File: config.mk
export PLATFORM = sky130hd
export DESIGN_NAME = sincos_encoder_angle_top
export DESIGN_NICKNAME = d
export VERILOG_FILES = /design/src/hdl/sce_pkg.sv /design/src/hdl/sce_cordic.sv /design/src/hdl/sincos_encoder_angle_top.sv
export SDC_FILE = /design/constraint.sdc
export NUM_CORES = 2
export LEC_CHECK = 0
export BUFFER_PORTS_ARGS = -buffer_cell sky130_fd_sc_hd__buf_2
export CELL_PAD_IN_SITES_DETAIL_PLACEMENT = 1
export CELL_PAD_IN_SITES_GLOBAL_PLACEMENT = 2
export CORE_ASPECT_RATIO = 0.9
export CORE_MARGIN = 1
export CORE_UTILIZATION = 42
export CTS_BUF_LIST = sky130_fd_sc_hd__clkbuf_4
export DETAILED_ROUTE_END_ITERATION = 6
export GPL_ROUTABILITY_DRIVEN = 0
export MAX_ROUTING_LAYER = met4
export PLACE_DENSITY_LB_ADDON = 0.08
export RECOVER_POWER = 100
export SETUP_SLACK_MARGIN = 0.5
export SYNTH_ARGS = -nofsm -noshare
export SYNTH_HDL_FRONTEND = slang
export SYNTH_HIERARCHICAL = 1
export SYNTH_SLANG_ARGS = --single-unit
export TNS_END_PERCENT = 1
File: constraint.sdc
create_clock -name clk_i -period 14.2 [get_ports clk_i]
set_input_delay 0.71 -clock clk_i [delete_from_list [all_inputs] [get_ports clk_i]]
set_output_delay 0.71 -clock clk_i [all_outputs]
set_load 0.05 [all_outputs]
File: src/hdl/sce_pkg.sv
// Shared constants, codes and tables for the sine/cosine encoder angle decoder.
// No dependencies; used by sce_cordic and sincos_encoder_angle_top.
package sce_pkg;

  localparam int SampleBits  = 14;
  localparam int CordicSteps = 20;
  localparam int StepBits    = 5;
  localparam int ZBits       = 26;
  localparam int AngleBits   = 17;

  localparam logic signed [AngleBits-1:0] AngleLimit = 17'sd46080;

  // round(2^24 / 20000)
  localparam logic [9:0] RateK = 10'd839;

  localparam logic [1:0] STATUS_VALID = 2'd0;
  localparam logic [1:0] STATUS_ABOVE = 2'd1;
  localparam logic [1:0] STATUS_BELOW = 2'd2;

  localparam logic [2:0] REG_SIN_GAIN   = 3'd0;
  localparam logic [2:0] REG_SIN_OFFSET = 3'd1;
  localparam logic [2:0] REG_COS_GAIN   = 3'd2;
  localparam logic [2:0] REG_COS_OFFSET = 3'd3;
  localparam logic [2:0] REG_FILT_GAIN  = 3'd4;
  localparam logic [2:0] REG_MIN_MAG    = 3'd5;
  localparam logic [2:0] REG_MAX_MAG    = 3'd6;

  // atan(2^-i) in degrees Q8.16
  function automatic logic signed [ZBits-1:0] atan_q16(input logic [StepBits-1:0] idx);
    logic signed [ZBits-1:0] v;
    case (idx)
      5'd0:    v = 26'sd2949120;
      5'd1:    v = 26'sd1740967;
      5'd2:    v = 26'sd919879;
      5'd3:    v = 26'sd466945;
      5'd4:    v = 26'sd234379;
      5'd5:    v = 26'sd117304;
      5'd6:    v = 26'sd58666;
      5'd7:    v = 26'sd29335;
      5'd8:    v = 26'sd14668;
      5'd9:    v = 26'sd7334;
      5'd10:   v = 26'sd3667;
      5'd11:   v = 26'sd1833;
      5'd12:   v = 26'sd917;
      5'd13:   v = 26'sd458;
      5'd14:   v = 26'sd229;
      5'd15:   v = 26'sd115;
      5'd16:   v = 26'sd57;
      5'd17:   v = 26'sd29;
      5'd18:   v = 26'sd14;
      5'd19:   v = 26'sd7;
      default: v = 26'sd0;
    endcase
    return v;
  endfunction

endpackage

File: src/hdl/sce_cordic.sv
// Iterative vectoring CORDIC: one micro-rotation per cycle, angle in degrees.
// Depends on sce_pkg (step count, atan table, angle limit).
module sce_cordic (
  input  logic                               clk_i,
  input  logic                               rst_ni,
  input  logic                               start_i,
  input  logic signed [15:0]                 sin_i,
  input  logic signed [15:0]                 cos_i,
  output logic                               done_o,
  output logic signed [sce_pkg::AngleBits-1:0] angle_o
);

  logic signed [31:0]                x_q, x_d, y_q, y_d;
  logic signed [sce_pkg::ZBits-1:0]  z_q, z_d;
  logic [sce_pkg::StepBits-1:0]      i_q, i_d;
  logic                              run_q, run_d, done_q, done_d;
  logic signed [31:0]                xs, ys, x0, y0;
  logic signed [sce_pkg::ZBits:0]    zr;
  logic signed [sce_pkg::ZBits-8:0]  zs;

  assign x0 = 32'(cos_i) <<< 12;
  assign y0 = 32'(sin_i) <<< 12;
  assign xs = x_q >>> i_q;
  assign ys = y_q >>> i_q;

  always_comb begin
    x_d    = x_q;
    y_d    = y_q;
    z_d    = z_q;
    i_d    = i_q;
    run_d  = run_q;
    done_d = 1'b0;
    if (start_i) begin
      i_d = '0;
      if (sin_i == 16'sd0 && cos_i == 16'sd0) begin
        z_d    = '0;
        done_d = 1'b1;
      end else if (x0 < 0) begin
        run_d = 1'b1;
        if (y0 >= 0) begin
          x_d = y0;
          y_d = -x0;
          z_d = 26'sd5898240;
        end else begin
          x_d = -y0;
          y_d = x0;
          z_d = -26'sd5898240;
        end
      end else begin
        run_d = 1'b1;
        x_d   = x0;
        y_d   = y0;
        z_d   = '0;
      end
    end else if (run_q) begin
      if (y_q > 0) begin
        x_d = x_q + ys;
        y_d = y_q - xs;
        z_d = z_q + sce_pkg::atan_q16(i_q);
      end else begin
        x_d = x_q - ys;
        y_d = y_q + xs;
        z_d = z_q - sce_pkg::atan_q16(i_q);
      end
      i_d = i_q + 5'd1;
      if (i_q == 5'(sce_pkg::CordicSteps - 1)) begin
        run_d  = 1'b0;
        done_d = 1'b1;
      end
    end
  end

  always_ff @(posedge clk_i or negedge rst_ni) begin
    if (!rst_ni) begin
      run_q  <= 1'b0;
      done_q <= 1'b0;
      i_q    <= '0;
    end else begin
      run_q  <= run_d;
      done_q <= done_d;
      i_q    <= i_d;
    end
  end

  always_ff @(posedge clk_i) begin
    x_q <= x_d;
    y_q <= y_d;
    z_q <= z_d;
  end

  // round Q8.16 to Q8.8, then clamp
  assign zr = (sce_pkg::ZBits+1)'(z_q) + 27'sd128;
  assign zs = zr[sce_pkg::ZBits:8];

  always_comb begin
    if (zs > 19'(sce_pkg::AngleLimit)) begin
      angle_o = sce_pkg::AngleLimit;
    end else if (zs < -19'(sce_pkg::AngleLimit)) begin
      angle_o = -sce_pkg::AngleLimit;
    end else begin
      angle_o = zs[sce_pkg::AngleBits-1:0];
    end
  end

  assign done_o = done_q;

endmodule

File: src/hdl/sincos_encoder_angle_top.sv
// Sine/cosine encoder angle decoder: scaling, magnitude check, error rates,
// angle low-pass. Depends on sce_pkg and sce_cordic.
// A valid sample runs through scaling, the magnitude check, the rate updates,
// the CORDIC and the filter; a rejected one skips the CORDIC and the filter.
// One item at a time, set by the shared multiplier and the CORDIC: a new sample
// is taken only once the last result has left on m_axis.
// Reset: async active low; counters, rates and held angle clear, registers
// take their default values. No clearing pass.
module sincos_encoder_angle_top (
  input  logic         clk_i,
  input  logic         rst_ni,
  input  logic         cfg_we_i,
  input  logic [2:0]   cfg_idx_i,
  input  logic [31:0]  cfg_data_i,
  input  logic         s_axis_tvalid,
  output logic         s_axis_tready,
  input  logic [31:0]  s_axis_tdata,  // sine_volts[13:0], cosine_volts[27:14]
  output logic         m_axis_tvalid,
  input  logic         m_axis_tready,
  // angle_deg[16:0], above_max_count[48:17], below_min_count[80:49],
  // above_max_rate[104:81], below_min_rate[128:105]
  output logic [135:0] m_axis_tdata,
  output logic [1:0]   m_axis_tuser   // sample_status
);

  localparam logic [3:0] S_IDLE     = 4'd0;
  localparam logic [3:0] S_MUL_S    = 4'd1;
  localparam logic [3:0] S_MUL_C    = 4'd2;
  localparam logic [3:0] S_SQ_S     = 4'd3;
  localparam logic [3:0] S_SQ_C     = 4'd4;
  localparam logic [3:0] S_CHK      = 4'd5;
  localparam logic [3:0] S_RATE_L   = 4'd6;
  localparam logic [3:0] S_RATE_S   = 4'd7;
  localparam logic [3:0] S_CORD     = 4'd8;
  localparam logic [3:0] S_FILT_MUL = 4'd9;
  localparam logic [3:0] S_FILT_ADD = 4'd10;
  localparam logic [3:0] S_OUT      = 4'd11;

  localparam int SB = sce_pkg::SampleBits;
  localparam int AB = sce_pkg::AngleBits;

  logic [3:0] state_q, state_d;

  logic signed [15:0] sin_gain_q, sin_off_q, cos_gain_q, cos_off_q;
  logic [16:0]        filt_gain_q;
  logic [31:0]        min_mag_q, max_mag_q;

  logic [SB-1:0]      sin_raw_q, cos_raw_q;
  logic signed [15:0] s_q, c_q;
  logic [31:0]        mag_q;
  logic [1:0]         status_q;
  logic [31:0]        large_cnt_q, small_cnt_q;
  logic [23:0]        large_rate_q, small_rate_q;
  logic signed [AB-1:0] last_q, ang_q;
  logic signed [35:0] prod_q;

  logic signed [25:0] mul_a;
  logic signed [17:0] mul_b;
  logic signed [43:0] mul_p;

  logic               cord_start, cord_done;
  logic signed [AB-1:0] cord_angle;

  logic signed [20:0] ch_val;
  logic signed [15:0] ch_sat;
  logic signed [15:0] ch_off;
  logic [23:0]        rate_in;
  logic               rate_up;
  logic [23:0]        rate_new;
  logic [35:0]        rate_rnd;
  logic [11:0]        rate_d;
  logic [24:0]        rate_sum;
  logic signed [17:0] filt_k;
  logic signed [19:0] filt_q;
  logic signed [20:0] filt_sum;
  logic signed [AB-1:0] filt_new;

  assign s_axis_tready = (state_q == S_IDLE);
  assign m_axis_tvalid = (state_q == S_OUT);
  assign m_axis_tuser  = status_q;
  assign m_axis_tdata  = {7'd0, small_rate_q, large_rate_q, small_cnt_q, large_cnt_q,
                          last_q};

  // unity is 2^16, one bit past the register's signed range
  assign filt_k = (filt_gain_q > 17'h10000) ? 18'sh10000 : signed'({1'b0, filt_gain_q});

  // rate channel being updated in this cycle
  always_comb begin
    if (state_q == S_RATE_L) begin
      rate_in = large_rate_q;
    end else begin
      rate_in = small_rate_q;
    end
    rate_up = (status_q != sce_pkg::STATUS_VALID);
  end

  // shared multiplier operand select
  always_comb begin
    mul_a = '0;
    mul_b = '0;
    case (state_q)
      S_MUL_S: begin
        mul_a = signed'(26'(sin_raw_q));
        mul_b = 18'(sin_gain_q);
      end
      S_MUL_C: begin
        mul_a = signed'(26'(cos_raw_q));
        mul_b = 18'(cos_gain_q);
      end
      S_SQ_S: begin
        mul_a = 26'(s_q);
        mul_b = 18'(s_q);
      end
      S_SQ_C: begin
        mul_a = 26'(c_q);
        mul_b = 18'(c_q);
      end
      S_RATE_L, S_RATE_S: begin
        mul_a = rate_up ? signed'(26'h1000000 - 26'(rate_in)) : signed'(26'(rate_in));
        mul_b = signed'(18'(sce_pkg::RateK));
      end
      S_FILT_MUL: begin
        mul_a = 26'(ang_q) - 26'(last_q);
        mul_b = filt_k;
      end
      default: begin
        mul_a = '0;
        mul_b = '0;
      end
    endcase
  end

  assign mul_p = 44'(mul_a) * 44'(mul_b);

  // channel: floor(p / 4096) - offset, saturated
  assign ch_off = (state_q == S_MUL_S) ? sin_off_q : cos_off_q;
  assign ch_val = 21'(mul_p >>> 12) - 21'(ch_off);
  always_comb begin
    if (ch_val > 21'sd32767) begin
      ch_sat = 16'sh7fff;
    end else if (ch_val < -21'sd32768) begin
      ch_sat = 16'sh8000;
    end else begin
      ch_sat = ch_val[15:0];
    end
  end

  // rate step
  assign rate_rnd = 36'(mul_p[34:0]) + 36'h800000;
  assign rate_d   = rate_rnd[35:24];
  always_comb begin
    rate_sum = 25'(rate_in) + 25'(rate_d);
    if (rate_up) begin
      rate_new = rate_sum[24] ? 24'hffffff : rate_sum[23:0];
    end else if (24'(rate_d) > rate_in) begin
      rate_new = '0;
    end else begin
      rate_new = rate_in - 24'(rate_d);
    end
  end

  // filter accumulate and clamp
  assign filt_q   = 20'((prod_q + 36'sd32768) >>> 16);
  assign filt_sum = 21'(last_q) + 21'(filt_q);
  always_comb begin
    if (filt_sum > 21'(sce_pkg::AngleLimit)) begin
      filt_new = sce_pkg::AngleLimit;
    end else if (filt_sum < -21'(sce_pkg::AngleLimit)) begin
      filt_new = -sce_pkg::AngleLimit;
    end else begin
      filt_new = filt_sum[AB-1:0];
    end
  end

  assign cord_start = (state_q == S_RATE_S) && (status_q == sce_pkg::STATUS_VALID);

  sce_cordic u_cordic (
    .clk_i   (clk_i),
    .rst_ni  (rst_ni),
    .start_i (cord_start),
    .sin_i   (s_q),
    .cos_i   (c_q),
    .done_o  (cord_done),
    .angle_o (cord_angle)
  );

  always_comb begin
    state_d = state_q;
    case (state_q)
      S_IDLE:     if (s_axis_tvalid) state_d = S_MUL_S;
      S_MUL_S:    state_d = S_MUL_C;
      S_MUL_C:    state_d = S_SQ_S;
      S_SQ_S:     state_d = S_SQ_C;
      S_SQ_C:     state_d = S_CHK;
      S_CHK: begin
        if (mag_q > max_mag_q) begin
          state_d = S_RATE_L;
        end else if (mag_q < min_mag_q) begin
          state_d = S_RATE_S;
        end else begin
          state_d = S_RATE_L;
        end
      end
      S_RATE_L: begin
        state_d = (status_q == sce_pkg::STATUS_VALID) ? S_RATE_S : S_OUT;
      end
      S_RATE_S: begin
        state_d = (status_q == sce_pkg::STATUS_VALID) ? S_CORD : S_OUT;
      end
      S_CORD:     if (cord_done) state_d = S_FILT_MUL;
      S_FILT_MUL: state_d = S_FILT_ADD;
      S_FILT_ADD: state_d = S_OUT;
      S_OUT:      if (m_axis_tready) state_d = S_IDLE;
      default:    state_d = S_IDLE;
    endcase
  end

  always_ff @(posedge clk_i or negedge rst_ni) begin
    if (!rst_ni) begin
      state_q      <= S_IDLE;
      sin_gain_q   <= 16'sd4096;
      sin_off_q    <= '0;
      cos_gain_q   <= 16'sd4096;
      cos_off_q    <= '0;
      filt_gain_q  <= 17'h10000;
      min_mag_q    <= 32'd16777216;
      max_mag_q    <= 32'd45675725;
      status_q     <= sce_pkg::STATUS_VALID;
      large_cnt_q  <= '0;
      small_cnt_q  <= '0;
      large_rate_q <= '0;
      small_rate_q <= '0;
      last_q       <= '0;
    end else begin
      state_q <= state_d;
      if (cfg_we_i) begin
        case (cfg_idx_i)
          sce_pkg::REG_SIN_GAIN:   sin_gain_q  <= cfg_data_i[15:0];
          sce_pkg::REG_SIN_OFFSET: sin_off_q   <= cfg_data_i[15:0];
          sce_pkg::REG_COS_GAIN:   cos_gain_q  <= cfg_data_i[15:0];
          sce_pkg::REG_COS_OFFSET: cos_off_q   <= cfg_data_i[15:0];
          sce_pkg::REG_FILT_GAIN:  filt_gain_q <= cfg_data_i[16:0];
          sce_pkg::REG_MIN_MAG:    min_mag_q   <= cfg_data_i;
          sce_pkg::REG_MAX_MAG:    max_mag_q   <= cfg_data_i;
          default: ;
        endcase
      end
      if (state_q == S_CHK) begin
        if (mag_q > max_mag_q) begin
          status_q    <= sce_pkg::STATUS_ABOVE;
          large_cnt_q <= large_cnt_q + 32'd1;
        end else if (mag_q < min_mag_q) begin
          status_q    <= sce_pkg::STATUS_BELOW;
          small_cnt_q <= small_cnt_q + 32'd1;
        end else begin
          status_q <= sce_pkg::STATUS_VALID;
        end
      end
      if (state_q == S_RATE_L) large_rate_q <= rate_new;
      if (state_q == S_RATE_S) small_rate_q <= rate_new;
      if (state_q == S_FILT_ADD) last_q <= filt_new;
    end
  end

  always_ff @(posedge clk_i) begin
    if (s_axis_tready && s_axis_tvalid) begin
      sin_raw_q <= s_axis_tdata[SB-1:0];
      cos_raw_q <= s_axis_tdata[2*SB-1:SB];
    end
    if (state_q == S_MUL_S) s_q <= ch_sat;
    if (state_q == S_MUL_C) c_q <= ch_sat;
    if (state_q == S_SQ_S) mag_q <= mul_p[31:0];
    if (state_q == S_SQ_C) mag_q <= mag_q + mul_p[31:0];
    if (state_q == S_CORD && cord_done) ang_q <= cord_angle;
    if (state_q == S_FILT_MUL) prod_q <= mul_p[35:0];
  end

endmodule

==> results.cfg <==
[setup_path]
critPathRequiredTime_ns = 15.27
cp_max_fo = 15
critPathKind = register to register
reg2reg_from = state_q[3]
critPathCaptureType = register
startpoint_type = register
r2r_end = small_rate_q[14]
cp.arrival_ns = 14.32
r2r_slack_ns = 0.95
cp_common_cell = fa_1
rr_worst_depth = 39
slowest_stage = a21oi_1
critPathMaxStageDelay_ns = 0.74

[clocking]
root_buffer = clkbuf_4
cts.sinks = 507
htree_levels = 4
tritoncts = done
clk_pin_slew_ns = 0.07
clk-insertion-delay-late_ns = 1.25
cts-buffers-inserted = 156
clockBufferDepth = 3

[run_status]
status = finished, violations left
violations = capacitance limit, slew limit

[global_route]
antenna_found_initial = 12
grt_pass1_vias = 50695
grt_usage_pct = 31.92
grt_max_degree = 102
overflow = 0
grt_first_pass_wirelength_um = 319300

[die]
ioPinCount = 212
die-height_um = 349.2
chipWidth_um = 387.7
core_area_um2 = 132000
die-area_um2 = 135400
rows = 126
start_util_pct = 42.62

[logic_synthesis]
synth_seq_cells = 507
syn-instance-count = 6205
synth_edf_count = 220
syn_avg_cell_area_um2 = 9.063
synth_area_um2 = 56240
ys_warn_count = 6
async_flop_share_pct = 56.61
yosysUniqueCellTypes = 122
ys_seq_area_share_pct = 24.56
synth_top_flop_cell = dfrtp_1

[routing]
drtPass1Iterations = 5
ant_nets = 0
finalWirelength_um = 210200
routedWlPerCell_um = 25.11
via_per_inst = 5.885
drc = 0
via_count = 49266
drt_iter0_drc = 3906

[timing]
min_period_ns = 13.25
hold_violations = 0
maxSlewViolCount = 725
fmax_mhz = 75.49
clock-skew-final_ns = 0.1019
max_slew_margin_pct = -265.7
rsz0062_at_grt = yes
finalSetupViolations = 0
post-route-period-util_pct = 93.28
max_slew.worst_pin.slew_ns = 5.486
fin_tns_setup_ns = 0

[min_path]
min_from = cfg_idx_i[1]
min_path_cells = 4
hp-class = primary input to register
min_to = filt_gain_q[8]

[placement]
hpwlAfterDp_um = 165400
io_buffers = 200

[layout]
area_growth_pct = 10.09
final_cell_mix = inv_1 (728), nand2_1 (666), nor2_1 (443), fa_1 (391), ha_1 (379)
layout-drive-gt1-share_pct = 12.37
nets = 7348
layout_commonest_cell = inv_1
fillerInstances = 15389

[run]
max_cap_violations = 15
[worst max-delay path by stage]
stage | to | slack, ns | from | cells past startpoint
4_1_cts | s_q[3] | 0.89 | state_q[3] | 43
3_3_place_gp | c_q[9] | 1.09 | state_q[2] | 39
6_report | small_rate_q[14] | 0.95 | state_q[3] | 39
3_5_place_dp | s_q[3] | 0.98 | last_q[0] | 42
2_1_floorplan | c_q[9] | 2.27 | state_q[3] | 50
5_1_grt | small_rate_q[14] | 0.22 | state_q[3] | 41
[flip-flops by register name, summed over array words and instances, names as in the netlist, 21 cells and up]
signal,cells
u_cordic/z_q,26
mag_q,32
large_cnt_q,32
prod_q,21
min_mag_q,32
small_cnt_q,32
small_rate_q,24
max_mag_q,32
u_cordic/x_q,32
large_rate_q,24
u_cordic/y_q,32
[cells in the mapped netlist (all sizes together), types with 53 or more instances]
master  count  area, µm²
inv       731       2744
nand2     670       2522
nor2      444       1667
fa        391       7828
ha        379       4742
o21ai     319       1634
a21oi     312       1580
dfrtp     268       6706
xnor2     266       2356
edfxtp    220       6606
clkbuf    193      724.4
mux2      177       1993
xor2      155       1365
nand3     129      655.6
a21o      106      795.8
mux2i      98      995.9
nor3       90      455.4
mux4       83       1869
buf        82      455.4
nand4      74      462.9
and3       73      456.7
nand2b     66      415.4
and2       64      400.4
nor2b      63      394.1
a22oi      53      397.9
[per-stage QoR]
| stage | hold WS (ns) | std cells | util, % | setup slack [ns] | instance area [µm²] |
|---|---|---|---|---|---|
| floorplan | 0.4144 | 6211 | - | 2.271 | 56260 |
| global placement | 0.4603 | 8006 | 45.06 | 1.093 | 59460 |
| detailed placement | 0.4609 | 8006 | 45.06 | 0.9801 | 59460 |
| CTS | 0.01199 | 8356 | 47.12 | 0.8922 | 62170 |
| global route | 0.06384 | 8372 | 46.92 | 0.2248 | 61910 |
| finish | 0.2016 | 8372 | 46.92 | 0.9539 | 61910 |
[area by class of cell]
class	count	area, µm²	area share (%)
Inverter	735	2759	4.456
Tap cell	1728	2162	3.492
Timing Repair Buffer	412	2532	4.090
Antenna cell	9	22.52	0.03638
Multi-Input combinational cell	4694	38540	62.24
Clock inverter	62	396.6	0.6406
Sequential cell	507	13820	22.32
Clock buffer	225	1689	2.728
[timing repair]
item,4_1_cts,5_1_grt
hold buffers,63,0
endpoints found under the hold margin,275,0
buffers inserted,0,7
resized for setup,0,20
endpoints found under the setup margin,0,77
[metal layers]
layer  up-vias  global-route usage [%]  wire length, µm
met4         0                   6.155             3502
met5         -                       -                0
met1     25287                   46.11           100100
met3       234                   6.137            16010
met2      1523                   46.35            90590
li1      22222                       -                -
[worst max-delay path, delay by kind of cell (launching register included)]
kind                     cells  cell delay [ns]
buffers and inverters        6             1.59
adder cells (fa/ha/maj)      8             3.62
flip-flops                   1             0.63
XOR/XNOR                     2             0.74
AO/OA/AOI/OAI               10             2.76
AND/OR/NAND/NOR             13             3.73
[logic make-up after synthesis]
group	Yosys count	share of synthesized area (%)
buffers and inverters	1010	7.004
flip-flops	507	24.56
adder cells (fa/ha/maj)	778	22.50
XOR/XNOR	423	6.697
other	1	0.006668
AND/OR/NAND/NOR	1844	15.55
AO/OA/AOI/OAI	1284	15.04
multiplexers	358	8.639
Power is left out: the tool's default activity adds up to more than one toggle a clock period on the data nets, which glitch-free logic cannot reach.
